--- config.mk ---
export PLATFORM = sky130hd
export DESIGN_NAME = cpim_ram
export DESIGN_NICKNAME = d
export VERILOG_FILES = /design/src/hw/rtl/cpim_ram.sv
export SDC_FILE = /design/constraint.sdc
export NUM_CORES = 1
export LEC_CHECK = 0
export BUFFER_PORTS_ARGS = -buffer_cell sky130_fd_sc_hd__buf_2
export CORE_MARGIN = 2
export CORE_UTILIZATION = 25
export DETAILED_ROUTE_END_ITERATION = 10
export SYNTH_ARGS = -nofsm -noshare
export SYNTH_HDL_FRONTEND = slang
export SYNTH_SLANG_ARGS = --single-unit
--- constraint.sdc ---
create_clock -name clk -period 5.46 [get_ports clk]
set_input_delay 1.092 -clock clk [delete_from_list [all_inputs] [get_ports clk]]
set_output_delay 1.092 -clock clk [all_outputs]
set_load 0.02 [all_outputs]
--- src/hw/rtl/cpim_ram.sv ---
`timescale 1ns / 1ps
// ----------------------------------------------------------------------------
// cpim_ram
// Generic single-write, single-read RAM with registered read data.
// ----------------------------------------------------------------------------
module cpim_ram #(
  parameter int WIDTH = 8,
  parameter int DEPTH = 32
) (
  input  logic                     clk,
  input  logic                     we,
  input  logic [$clog2(DEPTH)-1:0] waddr,
  input  logic [WIDTH-1:0]         wdata,
  input  logic [$clog2(DEPTH)-1:0] raddr,
  output logic [WIDTH-1:0]         rdata
);

  logic [WIDTH-1:0] mem [DEPTH];

  always_ff @(posedge clk) begin
    if (we) begin
      mem[waddr] <= wdata;
    end
    rdata <= mem[raddr];
  end

endmodule

==> impl_metrics.tcl <==
set metrics [dict create \
    postSynthAreaPerCell_um2 24.1 \
    wl_mm 21.2 \
    synthesis.area_um2 10100 \
    synth_common_cells "256 x edfxtp_1, 80 x mux4_2, 33 x nor2_1" \
    fp.dieW_um 205 \
    postSynth.asyncResetShare 0 \
    synth_edf_count 256 \
    drt-initial-drc-count 279 \
    grt_pass1_wl_mm 31.5 \
    yosysWarnings 0 \
    dr.pass1.iters 4 \
    max-vdd-ir-drop_uv 211 \
    synthCells 417 \
    cts_max_level 1 \
    vias_per_cell 4.40 \
    ant_nets 0 \
    timing.final.crit_share 0.588 \
    wl_per_cell_um 21.2 \
    die_h_um 205 \
    fillers 3802 \
    synth_seq_cells 264 \
    status "complete, no violations" \
    overflow 0 \
    ys_top_cells_by_area "edfxtp_1 76%, mux4_2 18%, dfxtp_1 1.6%" \
    netlist.area_leader.share 0.765 \
    num-nets-final 476 \
    fin_worst_skew_ns 0.00675 \
    critical_path_class "input port to flip-flop" \
    synth.most_common_cell "edfxtp_1" \
    max_freq_mhz 311 \
    min_path_type "flip-flop to flip-flop" \
    io_buffers 27 \
    worst-endpoint-required_ns 5.87 \
    dp_hpwl_mm 14.0 \
    cts-root-buf "clkbuf_16" \
    drv_slew 0 \
    vias 4404 \
    ctsHoldBuffers 0 \
    antenna_found_initial 4 \
    p_per_area_nw_per_um2 361 \
    ys.flop_type "edfxtp_1" \
    coreArea_um2 39700 \
    area_delta_synth_final_pct 15.4 \
    clockBufferDepth 3 \
    die_area_um2 41800 \
    start_util 0.253 \
    setup_viol 0 \
    yosysUniqueCellTypes 15 \
    ys_seq_area_frac 0.781 \
    clk_pin_slew_worst_paths_ns 0.06 \
    worstPathArrival_ns 3.62 \
    post_cts_buffers 0 \
    slew_headroom 0.255 \
    pin_count 28 \
    fp-row-count 73 \
    cts_resized 0 \
    rsz0062_at_grt "no" \
    hold_viol_final 0 \
    clkLatencyLatePin_ns 0.52 \
    fin_crit_ns 3.21 \
    holdWs_ns 0.901 \
    drcViolationCount 0 \
    tightest_slew_ns 1.11 \
    syn_nets 437 \
    drive_gt1_frac 0.340 \
    grtUsageTotal 0.104 \
    grt_pass1_vias 4702 \
    crit_path_max_fanout 40 \
    yosysTopAreaCell "edfxtp_1" \
    p_leak_nw 3.50 \
    cp-start-kind "input port" \
    gp_congestion 0.759 \
    cp-end-kind "flip-flop" \
    numCtsBuffers 27 \
    cts.sinks 264 \
    drv_cap 0 \
    fin_setup_tns_ns 0 \
    tritoncts "yes" \
    r2r_slack_ns 3.62 \
    grt_max_degree 41 \
]
final timing paths:
kind                             start          endpoint  cells past startpoint
hold / removal    mem[27][3]$_DFFE_PP_  rdata[3]$_DFF_P_                      3
setup / recovery              raddr[2]  rdata[5]$_DFF_P_                      5
setup reg to reg  mem[23][4]$_DFFE_PP_  rdata[4]$_DFF_P_                      3
hold reg to reg   mem[27][3]$_DFFE_PP_  rdata[3]$_DFF_P_                      3
cell type report:
cell class | instances | area [um^2] | share of cell area
Sequential cell | 264 | 7850 | 0.677
Multi-Input combinational cell | 133 | 2100 | 0.181
Clock buffer | 35 | 726 | 0.0626
Tap cell | 525 | 657 | 0.0566
Timing Repair Buffer | 30 | 160 | 0.0138
Clock inverter | 14 | 105 | 0.00906
Antenna cell | 1 | 2.50 | 0.000216
layer usage:
layer  GRT usage  wire length, um  part of all wire  vias up
met5           0               26            0.0012        -
met3      0.0218             1240             0.059       34
met2       0.183            11000              0.52      145
met4      0.0305              401             0.019        4
li1            -                -                 -     1852
met1       0.128             8520              0.40     2369
kinds of logic after synthesis:
logic type / count (synthesis) / synth area share
mux: 88 / 0.188
buf+inv: 20 / 0.0106
simple gates: 45 / 0.0207
flops: 264 / 0.781
cells in the final DEF, fill, tap and decap left out, drive strengths merged:
cell,count
buf,30
bufinv,1
clkbuf,35
clkinv,10
clkinvlp,2
dfxtp,8
diode,1
edfxtp,256
inv,1
mux2,8
mux4,80
nand2,1
nand3,2
nand3b,5
nor2,33
or3,1
or3b,3
flip-flops by register name, summed over array words and instances (netlist names):
signal,count
rdata,8
mem,256
worst max-delay path: stages:
cell    delay [ns]
buf_2         0.80
buf_4         0.50
mux4_2        0.41
mux4_2        0.48
mux2_2        0.28
power by group:
part	switching, W	internal [W]
clock	0.000725	0.000986
sequential	0.0000102	0.00225
combinational	0.000124	0.0000888
total	0.000859	0.00333
metrics by stage:
step | power [W] | utilization | setup WS (ns) | cell area [um^2] | std cells
2_1_floorplan | 0.00243 | - | 2.57 | 10100 | 417
3_3_place_gp | 0.00252 | 0.271 | 1.79 | 10800 | 952
3_5_place_dp | 0.00253 | 0.271 | 1.76 | 10800 | 952
4_1_cts | 0.00422 | 0.292 | 2.31 | 11600 | 1001
5_1_grt | 0.00432 | 0.292 | 2.20 | 11600 | 1001
6_report | 0.00419 | 0.292 | 2.25 | 11600 | 1002
No activity file was read; power rests on OpenSTA's default activity.
